===== src/hw/rtl/rlti_pkg.sv =====
// Shared types and constants for the raster line timing and interrupt block.
// No dependencies; imported by rlti_accum, rlti_raster and the top level.
package rlti_pkg;

	// Item kinds carried on the input tuser
	localparam logic [1:0] OP_ADVANCE = 2'd0;
	localparam logic [1:0] OP_STATUS  = 2'd1;
	localparam logic [1:0] OP_EXT     = 2'd2;

	// Configuration register indexes
	localparam logic [2:0] REG_HINT_RELOAD = 3'd0;
	localparam logic [2:0] REG_HINT_EN     = 3'd1;
	localparam logic [2:0] REG_VINT_EN     = 3'd2;
	localparam logic [2:0] REG_EXT_EN      = 3'd3;
	localparam logic [2:0] REG_DISP_EN     = 3'd4;
	localparam logic [2:0] REG_PAL         = 3'd5;
	localparam logic [2:0] REG_TALL        = 3'd6;
	localparam logic [2:0] REG_INTERLACE   = 3'd7;

	// Field widths
	localparam int CYC_W   = 16;
	localparam int ACC_W   = CYC_W + 1;
	localparam int LINE_W  = 9;
	localparam int VC_W    = 8;
	localparam int STAT_W  = 10;
	localparam int LEVEL_W = 3;

	// Raster constants
	localparam logic [LINE_W-1:0] ACTIVE_SHORT = 9'd224;
	localparam logic [LINE_W-1:0] ACTIVE_TALL  = 9'd240;
	localparam logic [LINE_W-1:0] VC_JUMP      = 9'h0EA;

	// Interrupt levels
	localparam logic [LEVEL_W-1:0] LEVEL_VBLANK = 3'd6;
	localparam logic [LEVEL_W-1:0] LEVEL_HBLANK = 3'd4;
	localparam logic [LEVEL_W-1:0] LEVEL_EXT    = 3'd2;
	localparam logic [LEVEL_W-1:0] LEVEL_NONE   = 3'd0;

	// Status word bit positions
	localparam int ST_FIFO_EMPTY = 9;
	localparam int ST_VINT_SEEN  = 7;
	localparam int ST_ODD        = 4;
	localparam int ST_VBLANK     = 3;
	localparam int ST_PAL        = 0;

	typedef struct packed {
		logic [7:0] hint_reload;
		logic       hint_enable;
		logic       vint_enable;
		logic       ext_enable;
		logic       display_enable;
		logic       pal_mode;
		logic       tall_mode;
		logic       interlace;
	} cfg_t;

	// Commands from the sequencer to the raster state
	typedef struct packed {
		logic step;
		logic status_clear;
		logic ext_set;
	} raster_cmd_t;

	// Raster state seen by the sequencer
	typedef struct packed {
		logic [LEVEL_W-1:0] int_level;
		logic [LINE_W-1:0]  line_number;
		logic [VC_W-1:0]    vcount;
		logic               vblank_flag;
		logic               odd_field;
		logic               vint_seen;
	} raster_view_t;

endpackage


===== src/hw/rtl/rlti_accum.sv =====
// Master clock accumulator with the shared compare/subtract unit.
// Depends on rlti_pkg.
module rlti_accum #(
	parameter int CLOCKS_PER_LINE = 3420
) (
	input  logic                      clk,
	input  logic                      arst_n,
	input  logic                      add,
	input  logic [rlti_pkg::CYC_W-1:0] cycles,
	input  logic                      sub,
	output logic                      line_due
);
	import rlti_pkg::*;

	localparam logic [ACC_W-1:0] CPL = ACC_W'(CLOCKS_PER_LINE);

	logic [ACC_W-1:0] accum_q;

	// One compare per cycle decides whether another full line is banked
	assign line_due = (accum_q >= CPL);

	// Add on a new advance beat, take off one line per step
	always_ff @(posedge clk or negedge arst_n) begin
		if (!arst_n) begin
			accum_q <= '0;
		end else if (add) begin
			accum_q <= accum_q + ACC_W'(cycles);
		end else if (sub) begin
			accum_q <= accum_q - CPL;
		end
	end

	// A line step is only taken while at least one full line is banked
	a_no_sub_below: assert property (@(posedge clk) disable iff (!arst_n)
		sub |-> line_due)
		else $error("line step taken without a full line banked");

endmodule


===== src/hw/rtl/rlti_raster.sv =====
// Scanline counter, vblank/parity tracking, interrupt latches and V readback.
// Depends on rlti_pkg.
module rlti_raster #(
	parameter int LINES_NTSC = 262,
	parameter int LINES_PAL  = 313
) (
	input  logic                      clk,
	input  logic                      arst_n,
	input  rlti_pkg::cfg_t            cfg,
	input  rlti_pkg::raster_cmd_t     cmd,
	output rlti_pkg::raster_view_t    view
);
	import rlti_pkg::*;

	localparam logic [LINE_W-1:0] TOT_NTSC = LINE_W'(LINES_NTSC);
	localparam logic [LINE_W-1:0] TOT_PAL  = LINE_W'(LINES_PAL);

	logic [LINE_W-1:0] line_q;
	logic [7:0]        hint_down_q;
	logic              parity_q;
	logic              vblank_q;
	logic              vint_seen_q;
	logic              vblank_irq_q;
	logic              hblank_irq_q;
	logic              ext_irq_q;

	logic [LINE_W-1:0] tot;
	logic [LINE_W-1:0] act;
	logic [LINE_W-1:0] line_inc;
	logic [LINE_W-1:0] ln_a;
	logic [LINE_W-1:0] ln_b;
	logic [LINE_W:0]   ivc;
	logic [LINE_W-1:0] vc_wrap;
	logic [VC_W-1:0]   vcount;
	logic [LEVEL_W-1:0] level;

	assign tot      = cfg.pal_mode ? TOT_PAL : TOT_NTSC;
	assign act      = (cfg.tall_mode && cfg.pal_mode) ? ACTIVE_TALL : ACTIVE_SHORT;
	assign line_inc = line_q + 9'd1;

	// Line step, status clear and external latch
	always_ff @(posedge clk or negedge arst_n) begin
		if (!arst_n) begin
			line_q       <= '0;
			hint_down_q  <= '0;
			parity_q     <= 1'b0;
			vblank_q     <= 1'b1;
			vint_seen_q  <= 1'b0;
			vblank_irq_q <= 1'b0;
			hblank_irq_q <= 1'b0;
			ext_irq_q    <= 1'b0;
		end else begin
			if (cmd.step) begin
				if (line_q < act) begin
					vblank_q <= 1'b0;
				end else if (line_q == act) begin
					vblank_q    <= 1'b1;
					vint_seen_q <= 1'b1;
					parity_q    <= cfg.interlace ? ~parity_q : 1'b0;
					if (cfg.vint_enable) begin
						vblank_irq_q <= 1'b1;
					end
				end
				// hint down-counter reloads on zero and, when enabled, raises the hblank latch
				if (hint_down_q == 8'd0) begin
					hint_down_q <= cfg.hint_reload;
					if (cfg.hint_enable) begin
						hblank_irq_q <= 1'b1;
					end
				end else begin
					hint_down_q <= hint_down_q - 8'd1;
				end
				// frame wrap
				if (line_inc >= tot) begin
					line_q      <= '0;
					hint_down_q <= cfg.hint_reload;
				end else begin
					line_q <= line_inc;
				end
			end
			if (cmd.status_clear) begin
				vint_seen_q  <= 1'b0;
				vblank_irq_q <= 1'b0;
				hblank_irq_q <= 1'b0;
			end
			if (cmd.ext_set && cfg.ext_enable) begin
				ext_irq_q <= 1'b1;
			end
		end
	end

	// V counter: interlace reads line mod frame length (line below 3 frames)
	assign ln_a    = (line_q >= tot) ? line_q - tot : line_q;
	assign ln_b    = (ln_a >= tot) ? ln_a - tot : ln_a;
	assign ivc     = {ln_b, parity_q};
	assign vc_wrap = line_q - tot;

	always_comb begin
		if (cfg.interlace) begin
			vcount = {ivc[7:1], ivc[8]};
		end else if (line_q <= VC_JUMP) begin
			vcount = line_q[VC_W-1:0];
		end else begin
			vcount = vc_wrap[VC_W-1:0];
		end
	end

	// Priority encode of pending interrupts
	always_comb begin
		if (vblank_irq_q) begin
			level = LEVEL_VBLANK;
		end else if (hblank_irq_q) begin
			level = LEVEL_HBLANK;
		end else if (ext_irq_q) begin
			level = LEVEL_EXT;
		end else begin
			level = LEVEL_NONE;
		end
	end

	assign view.int_level   = level;
	assign view.line_number = line_q;
	assign view.vcount      = vcount;
	assign view.vblank_flag = vblank_q;
	assign view.odd_field   = parity_q;
	assign view.vint_seen   = vint_seen_q;

	// A status read leaves no vblank or hblank latch pending and clears vint_seen
	a_clear: assert property (@(posedge clk) disable iff (!arst_n)
		cmd.status_clear && !cmd.step |=> !vblank_irq_q && !hblank_irq_q && !vint_seen_q)
		else $error("status read did not clear the latches");

	// Without interlace the parity bit stays low after a vblank entry
	a_parity: assert property (@(posedge clk) disable iff (!arst_n)
		cmd.step && line_q == act && !cfg.interlace |=> !parity_q)
		else $error("parity set outside interlace");

endmodule


===== src/hw/rtl/raster_line_timing_irq_top.sv =====
// Top level of the raster line timing and interrupt block: sequencer,
// configuration registers and output register.
// Depends on rlti_pkg, rlti_accum and rlti_raster.
//
// Usage:
//   Input beats arrive on s_tvalid/s_tready: s_tuser carries the item kind
//   (advance clocks, status read, external interrupt) and s_tdata the clock
//   count. Each beat yields one result beat on m_tvalid/m_tready with the
//   interrupt level, status word, scanline, V counter and vblank/parity flags.
//   A status read or external interrupt goes from the accept edge straight to
//   the FINISH state; an advance first passes through STEP, where the one
//   compare/subtract unit banks off one whole line a cycle until less than a
//   line is left. FINISH loads the result beat into the output register once
//   that is free and returns to IDLE. s_tready is high only while the
//   sequencer is idle, so one beat is in work at a time. The result sits in
//   an output register; a new beat is taken while it waits, and that beat's
//   result is held back until the receiver takes the previous one, so a
//   stalled receiver stalls the sequencer.
//   Configuration is written through cfg_we/cfg_index/cfg_data; the user must
//   write it only while no beat is in work, the block does not enforce this.
//   Reset clears all registers, enters vblank and leaves the output channel empty.
module raster_line_timing_irq_top #(
	parameter int CLOCKS_PER_LINE = 3420,
	parameter int LINES_NTSC      = 262,
	parameter int LINES_PAL       = 313
) (
	input  logic        clk,
	input  logic        arst_n,
	// configuration write port
	input  logic        cfg_we,
	input  logic [2:0]  cfg_index,
	input  logic [7:0]  cfg_data,
	// input stream
	input  logic        s_tvalid,
	output logic        s_tready,
	input  logic [15:0] s_tdata,   // [15:0] cycles
	input  logic [1:0]  s_tuser,   // [1:0] op
	// result stream
	output logic        m_tvalid,
	input  logic        m_tready,
	// [2:0] int_level, [12:3] status_word, [21:13] line_number,
	// [29:22] vcount, [30] vblank_flag, [31] odd_field
	output logic [31:0] m_tdata
);
	import rlti_pkg::*;

	typedef enum logic [1:0] {
		ST_IDLE,
		ST_STEP,
		ST_FINISH
	} state_t;

	state_t              state_q;
	cfg_t                cfg_q;
	logic [STAT_W-1:0]   status_q;
	logic                m_tvalid_q;
	logic [31:0]         m_tdata_q;

	logic                accept;
	logic                line_due;
	logic                do_step;
	logic                out_free;
	logic [STAT_W-1:0]   status_now;
	raster_cmd_t         cmd;
	raster_view_t        view;

	assign s_tready = (state_q == ST_IDLE);
	assign accept   = s_tvalid && s_tready;
	assign do_step  = (state_q == ST_STEP) && line_due;
	assign out_free = !m_tvalid_q || m_tready;

	assign cmd.step         = do_step;
	assign cmd.status_clear = accept && (s_tuser == OP_STATUS);
	assign cmd.ext_set      = accept && (s_tuser == OP_EXT);

	// Configuration registers
	always_ff @(posedge clk or negedge arst_n) begin
		if (!arst_n) begin
			cfg_q <= '0;
		end else if (cfg_we) begin
			case (cfg_index)
				REG_HINT_RELOAD: cfg_q.hint_reload    <= cfg_data;
				REG_HINT_EN:     cfg_q.hint_enable    <= cfg_data[0];
				REG_VINT_EN:     cfg_q.vint_enable    <= cfg_data[0];
				REG_EXT_EN:      cfg_q.ext_enable     <= cfg_data[0];
				REG_DISP_EN:     cfg_q.display_enable <= cfg_data[0];
				REG_PAL:         cfg_q.pal_mode       <= cfg_data[0];
				REG_TALL:        cfg_q.tall_mode      <= cfg_data[0];
				REG_INTERLACE:   cfg_q.interlace      <= cfg_data[0];
				default:         cfg_q <= cfg_q;
			endcase
		end
	end

	// Status word as seen before the read clears the latches
	always_comb begin
		status_now                = '0;
		status_now[ST_FIFO_EMPTY] = 1'b1;
		status_now[ST_VINT_SEEN]  = view.vint_seen;
		status_now[ST_ODD]        = view.odd_field;
		status_now[ST_VBLANK]     = view.vblank_flag || !cfg_q.display_enable;
		status_now[ST_PAL]        = cfg_q.pal_mode;
	end

	// Sequencer and output register
	always_ff @(posedge clk or negedge arst_n) begin
		if (!arst_n) begin
			state_q    <= ST_IDLE;
			status_q   <= '0;
			m_tvalid_q <= 1'b0;
			m_tdata_q  <= '0;
		end else begin
			if (m_tvalid_q && m_tready) begin
				m_tvalid_q <= 1'b0;
			end
			case (state_q)
				ST_IDLE: begin
					if (accept) begin
						status_q <= (s_tuser == OP_STATUS) ? status_now : '0;
						state_q  <= (s_tuser == OP_ADVANCE) ? ST_STEP : ST_FINISH;
					end
				end
				ST_STEP: begin
					if (!line_due) begin
						state_q <= ST_FINISH;
					end
				end
				ST_FINISH: begin
					if (out_free) begin
						m_tvalid_q <= 1'b1;
						m_tdata_q  <= {view.odd_field, view.vblank_flag, view.vcount,
							view.line_number, status_q, view.int_level};
						state_q    <= ST_IDLE;
					end
				end
				default: state_q <= ST_IDLE;
			endcase
		end
	end

	assign m_tvalid = m_tvalid_q;
	assign m_tdata  = m_tdata_q;

	rlti_accum #(
		.CLOCKS_PER_LINE(CLOCKS_PER_LINE)
	) u_accum (
		.clk     (clk),
		.arst_n  (arst_n),
		.add     (accept && (s_tuser == OP_ADVANCE)),
		.cycles  (s_tdata),
		.sub     (do_step),
		.line_due(line_due)
	);

	rlti_raster #(
		.LINES_NTSC(LINES_NTSC),
		.LINES_PAL (LINES_PAL)
	) u_raster (
		.clk   (clk),
		.arst_n(arst_n),
		.cfg   (cfg_q),
		.cmd   (cmd),
		.view  (view)
	);

	// Idle means no whole line is left in the bank
	a_idle_drained: assert property (@(posedge clk) disable iff (!arst_n)
		state_q == ST_IDLE |-> !line_due)
		else $error("sequencer idle with a line still banked");

	// A finishing beat with a free output always produces a result
	a_finish_out: assert property (@(posedge clk) disable iff (!arst_n)
		state_q == ST_FINISH && out_free |=> m_tvalid && state_q == ST_IDLE)
		else $error("finished beat did not reach the output register");

	// Only one beat in work: after an accept the input side closes
	a_one_beat: assert property (@(posedge clk) disable iff (!arst_n)
		accept |=> !s_tready)
		else $error("second beat accepted while one is in work");

endmodule

===== config.mk =====
export PLATFORM = sky130hd
export DESIGN_NAME = raster_line_timing_irq_top
export DESIGN_NICKNAME = d
export VERILOG_FILES = /design/src/hw/rtl/rlti_pkg.sv /design/src/hw/rtl/rlti_accum.sv /design/src/hw/rtl/rlti_raster.sv /design/src/hw/rtl/raster_line_timing_irq_top.sv
export SDC_FILE = /design/constraint.sdc
export NUM_CORES = 1
export LEC_CHECK = 0
export ABC_AREA = 1
export ABC_CLOCK_PERIOD_IN_PS = 6300
export CORE_MARGIN = 1
export CORE_UTILIZATION = 66
export DETAILED_ROUTE_END_ITERATION = 10
export DONT_BUFFER_PORTS = 1
export HOLD_SLACK_MARGIN = 0.03
export MAX_ROUTING_LAYER = met4
export PLACE_DENSITY = 0.84
export SKIP_CTS_REPAIR_TIMING = 1
export SLEW_MARGIN = 15
export SYNTH_ARGS = -nofsm -noshare
export SYNTH_HDL_FRONTEND = slang
export SYNTH_SLANG_ARGS = --single-unit

===== constraint.sdc =====
create_clock -name clk -period 6.3 [get_ports clk]
set_clock_uncertainty 0.05 [all_clocks]
set_input_delay 0.945 -clock clk [delete_from_list [all_inputs] [get_ports clk]]
set_output_delay 0.945 -clock clk [all_outputs]
set_load 0.05 [all_outputs]

==> metrics.log, run 1 <==
INFO  metric yosysUniqueCellTypes = 50
INFO  metric count_of_final_setup_violators = 0
INFO  metric detail_route.iter0.violations = 474
INFO  metric timing.fmax = 239 MHz
INFO  metric first_global_vias = 5746
INFO  metric critical_path.endpoint_type = flop
INFO  metric layout_commonest_cell = nand2_1
INFO  metric status = completed
INFO  metric setup-tns-final = 0 ps
INFO  metric hold_violations = 0
INFO  metric finish.utilization = 71.6%
INFO  metric postSynthAreaPerCell = 7.23 um2
INFO  metric regToRegEndpoint = m_tdata[26]
INFO  metric synth_enable_flop_cells = 0
INFO  metric leakagePower = 0.00350 uW
INFO  metric initial_core_util = 69.2%
INFO  metric synthCells = 902
INFO  metric setup.worst_path.class = reg2reg
INFO  metric num_vias = 5971
INFO  metric crit_path_max_fanout = 12
INFO  metric share_of_async_settable_or_async_resettable_flops_after_synthesis = 100%
INFO  metric final-max-slew-violation-count = 0
INFO  metric antenna_nets_post_route = 0
INFO  metric power_per_cell_area = 462 mW/mm2
INFO  metric fp.dieW = 101 um
INFO  metric num_rows = 35
INFO  metric timing.rr.start = cfg_q[2]
INFO  metric drt_pre_antenna_iters = 5
INFO  metric post_drt_wl_per_cell = 15.5 um
INFO  metric routabilityCongestion = 0.959
INFO  metric clkLatencyLatePin = 370 ps
INFO  metric clock_path_buffers = 2
INFO  metric global_route.overflow_total = 0
INFO  metric clk_pin_slew_worst_paths = 120 ps
INFO  metric drive_gt1_share = 6.47%
INFO  metric layout_worst_path_cycle_share = 66.4%
INFO  metric die_height = 101 um
INFO  metric die_area = 0.0103 mm2
INFO  metric crit_arrival = 4370 ps
INFO  metric number_of_vias_per_cell = 5.83
INFO  metric timing.reg2reg.setup_slack = 2110 ps
INFO  metric whs = 199 ps
INFO  metric unrepaired_setup_endpoints_after_global_routing = false
INFO  metric numCtsBuffers = 9
INFO  metric wirelength = 15900 um
INFO  metric grtUsageTotal = 34.5%
INFO  metric synth_ff_type = dfrtp_1
INFO  metric power.ir.vdd_worst = 276 uV
INFO  metric req_time_crit_path = 6480 ps
INFO  metric layout_common_cells = nand2_1, inv_1, dfrtp_1
INFO  metric ios = 68
INFO  metric num-nets-final = 968
INFO  metric place_worst_setup_slack = 2170 ps
INFO  metric r2r_cells = 21
INFO  metric grt_max_degree = 90
INFO  metric worst_slew_margin_rel = 35.1%
INFO  metric n_antenna_cell = 0
INFO  metric core-area = 0.00942 mm2
INFO  metric startpoint_types = flop
INFO  metric clock_tree_from_tritoncts = done
INFO  metric yosys_warnings = 0
INFO  metric path_category_of_the_worst_min_delay_check = in2async
INFO  metric antenna_violations_before_repair = 0
INFO  metric cts_num_sinks = 89
INFO  metric placement.io_buffers = 0
INFO  metric nFillCells = 816
INFO  metric worst_slack = 2110 ps
INFO  metric worst-slew-pin-transition = 969 ps
INFO  metric cts.htree.levels = 3
INFO  metric synth-seq-cells = 89
INFO  metric cell_area_after_technology_mapping = 0.00652 mm2
INFO  metric synth_seq_area_share = 34.2%
INFO  metric grt_pass1_wl = 26900 um
INFO  metric max-cap-violations = 0
INFO  metric clockRootBuffer = clkbuf_8
INFO  metric hpwl = 12100 um
INFO  metric area.growth.synth_to_final = 3.38%
INFO  metric post-route-min-period = 4190 ps
INFO  metric post-route-drc-count = 0
-- worst max-delay path: stages (launching register included) --
cell	delay [ps]
dfrtp_1	640
inv_1	390
ha_1	530
nand2_1	100
nor2_1	150
nand3_1	130
nand4_4	150
inv_2	110
nand2_1	80
o21a_1	140
inv_1	50
ha_1	350
a21oi_1	190
a21oi_1	90
o21ai_0	210
nand2_1	120
nor2_2	160
nand2_4	90
nand2_2	120
nand2_1	60
nand3_1	80
a21oi_1	80
-- synthesized netlist by cell type (5+ instances only) --
library cell / instances / share of area [%]
buf_4: 7 / 0.81
dfrtp_1: 88 / 34
a21oi_1: 64 / 4.9
inv_2: 5 / 0.29
nand3_1: 55 / 4.2
xor2_1: 24 / 3.2
buf_2: 6 / 0.46
nand2_2: 10 / 0.96
o21a_1: 7 / 0.81
nand2_1: 225 / 13
xnor2_1: 9 / 1.2
ha_1: 40 / 7.7
clkbuf_1: 9 / 0.52
o22ai_1: 7 / 0.67
nand4_1: 8 / 0.77
o21ai_1: 12 / 0.92
inv_1: 112 / 6.5
nor2_2: 5 / 0.48
nor3_1: 9 / 0.69
nor2_1: 73 / 4.2
o21ai_0: 71 / 5.5
a31oi_1: 9 / 0.86
-- per-layer routing --
layer / GRT usage [%] / part of all wire [%]
met1: 44.0 / 44
met2: 55.8 / 46
met3: 6.49 / 7.4
met4: 10.6 / 2.2
met5: - / 0
-- area by class of cell --
| class | count | area, um2 | area share, % |
|---|---|---|---|
| tap | 129 | 161 | 2.40 |
| clock inverter | 7 | 97.6 | 1.45 |
| multi-input combinational | 671 | 3670 | 54.5 |
| sequential | 89 | 2230 | 33.1 |
| inverter | 120 | 454 | 6.74 |
| clock buffer | 9 | 124 | 1.84 |
-- logic make-up (layout without fill, tap and decap cells) --
| logic type | after synthesis | in the layout | synth area share (%) |
|---|---|---|---|
| AND/OR/NAND/NOR | 402 | 402 | 27.0 |
| AO/OA/AOI/OAI | 187 | 187 | 15.9 |
| buffers and inverters | 147 | 136 | 9.75 |
| flip-flops | 89 | 89 | 34.2 |
| adder cells (fa/ha/maj) | 43 | 43 | 8.60 |
| XOR/XNOR | 33 | 33 | 4.43 |
| other | 1 | 6 | 0.0575 |
-- power by group --
part           internal [uW]  leakage (uW)  switching (uW)
combinational            553       0.00228             970
clock                    195      0.000110             242
sequential               750       0.00111             403
total                   1500       0.00350            1610
-- per-stage QoR --
step           total power [uW]  instance area (um2)  instances
2_1_floorplan              2340                 6540        907
3_3_place_gp               2590                 6520       1009
3_5_place_dp               2660                 6520       1009
4_1_cts                    3100                 6740       1025
5_1_grt                    3380                 6740       1025
6_report                   3110                 6740       1025
-- how the worst max path moves through the flow --
| stage | from | to | slack (ps) | depth (start not counted) |
|---|---|---|---|---|
| 2_1_floorplan | cfg_q[2] | m_tdata[23] | 2700 | 22 |
| 3_3_place_gp | cfg_q[2] | m_tdata[28] | 2360 | 21 |
| 3_5_place_dp | cfg_q[2] | m_tdata[26] | 2170 | 21 |
| 4_1_cts | cfg_q[2] | m_tdata[26] | 2130 | 21 |
| 5_1_grt | cfg_q[2] | m_tdata[26] | 1680 | 21 |
| 6_report | cfg_q[2] | m_tdata[26] | 2110 | 21 |
-- flip-flops by register name, indices dropped and copies added (netlist names), 2 cells and up --
signal                count
cfg_q                    15
u_raster.line_q           9
status_q                  5
state_q                   2
u_accum.accum_q          17
u_raster.hint_down_q      8
m_tdata                  26
No activity file was read; power rests on OpenSTA's default activity.
==> inputs of run 2 (changes only) <==
--- a/config.mk
+++ b/config.mk
@@ -6,14 +6,14 @@
 export NUM_CORES = 1
 export LEC_CHECK = 0
 export ABC_AREA = 1
-export ABC_CLOCK_PERIOD_IN_PS = 6300
+export ABC_CLOCK_PERIOD_IN_PS = 3500
 export CORE_MARGIN = 1
-export CORE_UTILIZATION = 66
+export CORE_UTILIZATION = 59
 export DETAILED_ROUTE_END_ITERATION = 10
 export DONT_BUFFER_PORTS = 1
 export HOLD_SLACK_MARGIN = 0.03
 export MAX_ROUTING_LAYER = met4
-export PLACE_DENSITY = 0.84
+export PLACE_DENSITY = 0.8
 export SKIP_CTS_REPAIR_TIMING = 1
 export SLEW_MARGIN = 15
 export SYNTH_ARGS = -nofsm -noshare
==> constraint.sdc (replaced) <==
create_clock -name clk -period 3.5 [get_ports clk]
set_clock_uncertainty 0.05 [all_clocks]
set_input_delay 0.525 -clock clk [delete_from_list [all_inputs] [get_ports clk]]
set_output_delay 0.525 -clock clk [all_outputs]
set_load 0.05 [all_outputs]
==> run 2 against run 1 <==
Sequential cell count stayed put. Critical endpoint is now m_tdata[29]. Clock-buffer cell count rose by 1. Clock power is 90% higher. Sequential share of layout area shrank 1.6 points. Utilization is 5.8 points lower. Combinational power rose by 96%. Highest routed layer unchanged. Via count shrank 1.6%. Global-route usage shrank 4.8 points. Register-to-register slack worse by 1900 ps.
==> metrics.log, run 2 (synthesized netlist as in run 1, its figures left out) <==
INFO  metric crit_path_max_fanout = 4 (-8)
INFO  metric ios = 68 (unchanged)
INFO  metric setup.worst_path.class = reg2reg
INFO  metric count_of_final_setup_violators = 0 (unchanged)
INFO  metric layout_common_cells = nand2_1, inv_1, dfrtp_1
INFO  metric wirelength = 15600 um (-1.4%)
INFO  metric placement.io_buffers = 0 (unchanged)
INFO  metric worst_slack = 216 ps (-1900 ps)
INFO  metric n_antenna_cell = 0 (unchanged)
INFO  metric power.total = 5840 uW (+88%)
INFO  metric final-max-slew-violation-count = 0 (unchanged)
INFO  metric clock_path_buffers = 2 (unchanged)
INFO  metric numCtsBuffers = 9 (unchanged)
INFO  metric fp.dieW = 107 um (+5.6%)
INFO  metric p_int = 2940 uW (+96%)
INFO  metric global_route.overflow_total = 0 (unchanged)
INFO  metric min_from = cfg_data[0]
INFO  metric cts.htree.levels = 3 (unchanged)
INFO  metric drt_pre_antenna_iters = 5 (unchanged)
INFO  metric die_height = 107 um (+5.6%)
INFO  metric clock_power_share = 14.2% (+0.2 points)
INFO  metric place_worst_setup_slack = -4.57 ps (-2180 ps)
INFO  metric grt_pass1_wl = 26000 um (-3.4%)
INFO  metric holdPathStages = 2
INFO  metric die_area = 0.0115 mm2 (+12%)
INFO  metric clkLatencyLatePin = 390 ps (+20 ps)
INFO  metric timing.fmax = 304 MHz (+27%)
INFO  metric p_sw_share = 49.8% (-2.1 points)
INFO  metric dpl.cell_count = 1040 (+3.1%)
INFO  metric req_time_crit_path = 3770 ps (-2710 ps)
INFO  metric layout_commonest_cell = nand2_1
INFO  metric setup-tns-final = 0 ps (unchanged)
INFO  metric status = completed
INFO  metric num_rows = 38 (+8.6%)
INFO  metric max-cap-violations = 0 (unchanged)
INFO  metric timing.rr.start = cfg_q[2]
INFO  metric area.growth.synth_to_final = 8.83%
INFO  metric num_vias = 5875 (-1.6%)
INFO  metric hpwl = 11600 um (-4.2%)
INFO  metric worst-slew-pin-transition = 942 ps (-26.9 ps)
INFO  metric power.ir.vdd_worst = 459 uV (+66%)
INFO  metric power_per_cell_area = 824 mW/mm2 (+78%)
INFO  metric grtUsageTotal = 29.8% (-4.8 points)
INFO  metric clock_tree_from_tritoncts = done
INFO  metric hold_violations = 0 (unchanged)
INFO  metric seq_power_share = 34.7% (-2.3 points)
INFO  metric routabilityCongestion = 0.975 (+1.6%)
INFO  metric whs = 227 ps (+28.6 ps)
INFO  metric layout_worst_path_cycle_share = 93.8% (+27 points)
INFO  metric combPwrFrac = 51.1% (+2.2 points)
INFO  metric whs_endpoint = cfg_q[0]
INFO  metric path_category_of_the_worst_min_delay_check = in2reg
INFO  metric detail_route.iter0.violations = 404 (-15%)
INFO  metric post_drt_wl_per_cell = 14.7 um (-4.8%)
INFO  metric clockRootBuffer = clkbuf_8
INFO  metric antenna_nets_post_route = 0 (unchanged)
INFO  metric regToRegEndpoint = m_tdata[29]
INFO  metric timing.reg2reg.setup_slack = 220 ps (-1900 ps)
INFO  metric r2r_cells = 23 (+9.5%)
INFO  metric cts_num_sinks = 89 (unchanged)
INFO  metric post-route-min-period = 3280 ps (-902 ps)
INFO  metric first_global_vias = 5599 (-2.6%)
INFO  metric num-nets-final = 994 (+2.7%)
INFO  metric core-area = 0.0108 mm2 (+15%)
INFO  metric drive_gt1_share = 10.8% (+4.4 points)
INFO  metric antenna_violations_before_repair = 0 (unchanged)
INFO  metric grt_max_degree = 90 (unchanged)
INFO  metric sw_pwr = 2910 uW (+80%)
INFO  metric worst_slew_margin_rel = 36.9% (+1.8 points)
INFO  metric largest_register_ff_count = 26 (unchanged)
INFO  metric number_of_vias_per_cell = 5.53 (-5.0%)
INFO  metric crit_arrival = 3560 ps (-810 ps)
INFO  metric initial_core_util = 60.4% (-8.8 points)
INFO  metric critical_path.endpoint_type = flop
INFO  metric post-route-drc-count = 0 (unchanged)
INFO  metric leakagePower = 0.00364 uW (+4.1%)
INFO  metric instances_no_fill = 1062 (+3.6%)
INFO  metric startpoint_types = flop
INFO  metric clk_pin_slew_worst_paths = 100 ps (-20 ps)
run 2: changes by cell type in the layout (fill, tap and decap cells not counted), moves of 2 or more:
cell        change
o21ai_0         -2
a21oi_1         -5
ha_4            +5
buf_4          +23
clkinv_8        -2
nor2_1          -2
nor2_2          +2
clkinvlp_4      +2
ha_1            -6
a21oi_2         +5
run 2: cell type report:
cell class                 count  area (um2)
timing repair buffer          26         225
clock inverter                 6        90.1
multi-input combinational    671        3770
clock buffer                  10         138
inverter                     120         463
sequential                    89        2230
tap                          140         175
fill                         969        3700
run 2: how the worst max path moves through the flow:
stage	from	slack, ps	endpoint	cells past startpoint
2_1_floorplan	cfg_q[2]	2	m_tdata[23]	22
3_3_place_gp	cfg_q[2]	100	m_tdata[28]	22
3_5_place_dp	cfg_q[2]	-5	m_tdata[28]	22
4_1_cts	cfg_q[2]	-3	m_tdata[28]	22
5_1_grt	cfg_q[2]	-60	m_tdata[29]	24
6_report	cfg_q[2]	220	m_tdata[29]	23
run 2: per-stage QoR:
stage	utilization [%]	instance area [um2]
floorplan	-	6580
global placement	62.3	6720
detailed placement	62.3	6720
CTS	64.4	6950
global route	65.7	7090
finish	65.7	7090
run 2: routing by layer:
| layer | up-vias | global-route usage, % | part of all wire [%] |
|---|---|---|---|
| li1 | 2965 | - | - |
| met1 | 2710 | 37.3 | 44 |
| met2 | 167 | 48.4 | 48 |
| met3 | 33 | 5.84 | 6.3 |
| met4 | 0 | 9.88 | 2.2 |
| met5 | - | - | 0 |
run 2: power by group through the flow:
stage / combinational [uW] / sequential, uW / clock (uW)
floorplan: 2240 / 1980 / 0
global placement: 2790 / 2030 / 0
detailed placement: 2830 / 2040 / 0
CTS: 2860 / 2020 / 830
global route: 3410 / 2080 / 881
finish: 2980 / 2030 / 831
run 2: worst max-delay path, stage by stage (launching register included):
cell and delay, ps:
dfrtp_2 410, clkinvlp_4 200, ha_4 290, nand2_1 120
inv_1 50, nand2_1 80, nand2_1 50, nand2_1 90
nand4_4 130, nand2_1 80, o21ai_0 140, ha_1 240
fa_1 380, o21ai_1 190, nand2_1 80, nand2_1 60
nand2_1 40, nand2_1 80, nand3_1 80, nand2_1 60
nand3_1 70, nand2_1 70, nand2_1 60, a21oi_2 120
==> inputs of run 3 (changes only) <==
--- a/config.mk
+++ b/config.mk
@@ -7,12 +7,12 @@
 export LEC_CHECK = 0
 export ABC_AREA = 1
 export ABC_CLOCK_PERIOD_IN_PS = 3500
+export CAP_MARGIN = 10
 export CORE_MARGIN = 1
 export CORE_UTILIZATION = 59
 export DETAILED_ROUTE_END_ITERATION = 10
 export DONT_BUFFER_PORTS = 1
 export HOLD_SLACK_MARGIN = 0.03
-export MAX_ROUTING_LAYER = met4
 export PLACE_DENSITY = 0.8
 export SKIP_CTS_REPAIR_TIMING = 1
 export SLEW_MARGIN = 15
==> run 3 against run 2 <==
Total power decreased by 1.8%. Critical path depth shrank 1. Non-clock buffer count decreased by 4.
==> metrics.log, run 3 (synthesized netlist as in run 1, its figures left out) <==
INFO  metric status = completed
INFO  metric count_of_final_setup_violators = 0 (unchanged)
INFO  metric startpoint_types = flop
INFO  metric p_int = 2840 uW (-3.3%)
INFO  metric timing.reg2reg.setup_slack = 210 ps (about the same)
INFO  metric hold_violations = 0 (unchanged)
INFO  metric die_height = 107 um (unchanged)
INFO  metric drt_pre_antenna_iters = 4 (-1)
INFO  metric initial_core_util = 60.4% (unchanged)
INFO  metric ios = 68 (unchanged)
INFO  metric power.total = 5740 uW (-1.8%)
INFO  metric clock_path_buffers = 2 (unchanged)
INFO  metric num_rows = 38 (unchanged)
INFO  metric whs = 231 ps (+3.58 ps)
INFO  metric layout_common_cells = nand2_1, inv_1, dfrtp_1
INFO  metric grtUsageTotal = 28.5% (-1.2 points)
INFO  metric combPwrFrac = 51.8% (+0.7 points)
INFO  metric min_from = cfg_data[0]
INFO  metric clock_tree_from_tritoncts = done
INFO  metric max-cap-violations = 0 (unchanged)
INFO  metric largest_register_ff_count = 26 (unchanged)
INFO  metric hpwl = 11400 um (-1.4%)
INFO  metric regToRegEndpoint = m_tdata[26]
INFO  metric seq_power_share = 35.2% (+0.5 points)
INFO  metric grt_max_degree = 90 (unchanged)
INFO  metric crit_path_max_fanout = 10 (+6)
INFO  metric path_category_of_the_worst_min_delay_check = in2reg
INFO  metric setup.worst_path.class = reg2reg
INFO  metric detail_route.iter0.violations = 409 (+1.2%)
INFO  metric clkLatencyLatePin = 400 ps (about the same)
INFO  metric area.growth.synth_to_final = 8.50%
INFO  metric sw_pwr = 2900 uW (-0.29%)
INFO  metric number_of_vias_per_cell = 5.52 (-0.29%)
INFO  metric numCtsBuffers = 9 (unchanged)
INFO  metric fp.dieW = 107 um (unchanged)
INFO  metric first_global_vias = 5527 (-1.3%)
INFO  metric placement.io_buffers = 0 (unchanged)
INFO  metric post-route-drc-count = 0 (unchanged)
INFO  metric core-area = 0.0108 mm2 (unchanged)
INFO  metric clock_power_share = 12.9% (-1.3 points)
INFO  metric die_area = 0.0115 mm2 (unchanged)
INFO  metric cts_num_sinks = 89 (unchanged)
INFO  metric drive_gt1_share = 10.9% (+0.047 points)
INFO  metric post-route-min-period = 3290 ps (+5.05 ps)
INFO  metric crit_arrival = 3510 ps (-50 ps)
INFO  metric global_route.overflow_total = 0 (unchanged)
INFO  metric worst_slew_margin_rel = 34.7% (-2.3 points)
INFO  metric num-nets-final = 990 (-0.40%)
INFO  metric power.ir.vdd_worst = 472 uV (+2.8%)
INFO  metric timing.fmax = 304 MHz (-0.15%)
INFO  metric timing.rr.start = cfg_q[2]
INFO  metric setup.worst_path.start = cfg_q[2]
INFO  metric clk_pin_slew_worst_paths = 100 ps (about the same)
INFO  metric routabilityCongestion = 0.920 (-5.7%)
INFO  metric cts.htree.levels = 3 (unchanged)
INFO  metric holdPathStages = 2 (unchanged)
INFO  metric layout_worst_path_cycle_share = 94.0% (+0.14 points)
INFO  metric num_vias = 5836 (-0.66%)
INFO  metric n_antenna_cell = 0 (unchanged)
INFO  metric antenna_violations_before_repair = 0 (unchanged)
INFO  metric leakagePower = 0.00361 uW (-0.96%)
INFO  metric grt_pass1_wl = 25800 um (-1.0%)
INFO  metric power_per_cell_area = 812 mW/mm2 (-1.5%)
INFO  metric final-max-slew-violation-count = 0 (unchanged)
INFO  metric setup-tns-final = 0 ps (unchanged)
INFO  metric wirelength = 15300 um (-2.1%)
INFO  metric clockRootBuffer = clkbuf_8
INFO  metric critical_path.endpoint_type = flop
INFO  metric layout_commonest_cell = nand2_1
INFO  metric worst-slew-pin-transition = 976 ps (+34.0 ps)
INFO  metric post_drt_wl_per_cell = 14.5 um (-1.7%)
INFO  metric p_sw_share = 50.5% (+0.75 points)
INFO  metric req_time_crit_path = 3720 ps (-50 ps)
INFO  metric whs_endpoint = cfg_q[0]
INFO  metric r2r_cells = 22 (-4.3%)
INFO  metric antenna_nets_post_route = 0 (unchanged)
-- run 3: worst max-delay path by stage --
stage                   to  slack (ps)  cells past startpoint
2_1_floorplan  m_tdata[23]           2                     22
3_3_place_gp   m_tdata[28]         100                     21
3_5_place_dp   m_tdata[26]          50                     21
4_1_cts        m_tdata[26]          10                     21
5_1_grt        m_tdata[25]          -5                     22
6_report       m_tdata[26]         210                     22
-- run 3: final cells by class --
cell class	instances	area, um2
Clock buffer	9	124
Clock inverter	7	80.1
Fill cell	934	3720
Inverter	120	463
Multi-Input combinational cell	671	3800
Sequential cell	89	2230
Tap cell	140	175
Timing Repair Buffer	22	200
-- run 3: worst max-delay path, stage by stage (launching register included) --
cell and delay, ps:
dfrtp_2 400, clkinvlp_4 110, buf_12 140, ha_4 290, nand2_1 80, nor2_2 130, nand3_1 130, nand4_4 120
clkinv_4 100, nand2_1 70, o21a_2 190, inv_1 60, ha_1 290, nand3b_1 130, a21oi_2 70, o21ai_1 150
nand2_1 100, nor2_2 140, nand2_4 100, nand2_4 100, nand2_1 50, nand3_1 70, a21oi_1 70
-- run 3: stage by stage --
stage               area [um2]  util [%]  worst slack [ps]  instances
global placement          6710      62.1               102       1038
CTS                       6910      64.0              14.5       1054
global route              7070      65.5             -5.20       1058
floorplan                 6580         -              1.65        907
finish                    7070      65.5               211       1058
detailed placement        6710      62.1              52.3       1038
-- run 3: power by group through the flow --
| stage | sequential [uW] | combinational (uW) | clock [uW] |
|---|---|---|---|
| 2_1_floorplan | 1980 | 2240 | 0 |
| 3_3_place_gp | 2030 | 2770 | 0 |
| 3_5_place_dp | 2040 | 2810 | 0 |
| 4_1_cts | 2020 | 2840 | 757 |
| 5_1_grt | 2080 | 3410 | 803 |
| 6_report | 2020 | 2970 | 743 |
-- run 3: routing by layer --
metal  track usage [%]  wire [um]  share of wire (%)  vias to the layer above
li1                  -          -                  -                     2959
met1              37.8       6910                 45                     2687
met2              45.4       7090                 46                      160
met3              6.99       1040                6.8                       30
met4              9.98        296                1.9                        0
met5                 0          0                  0                        -
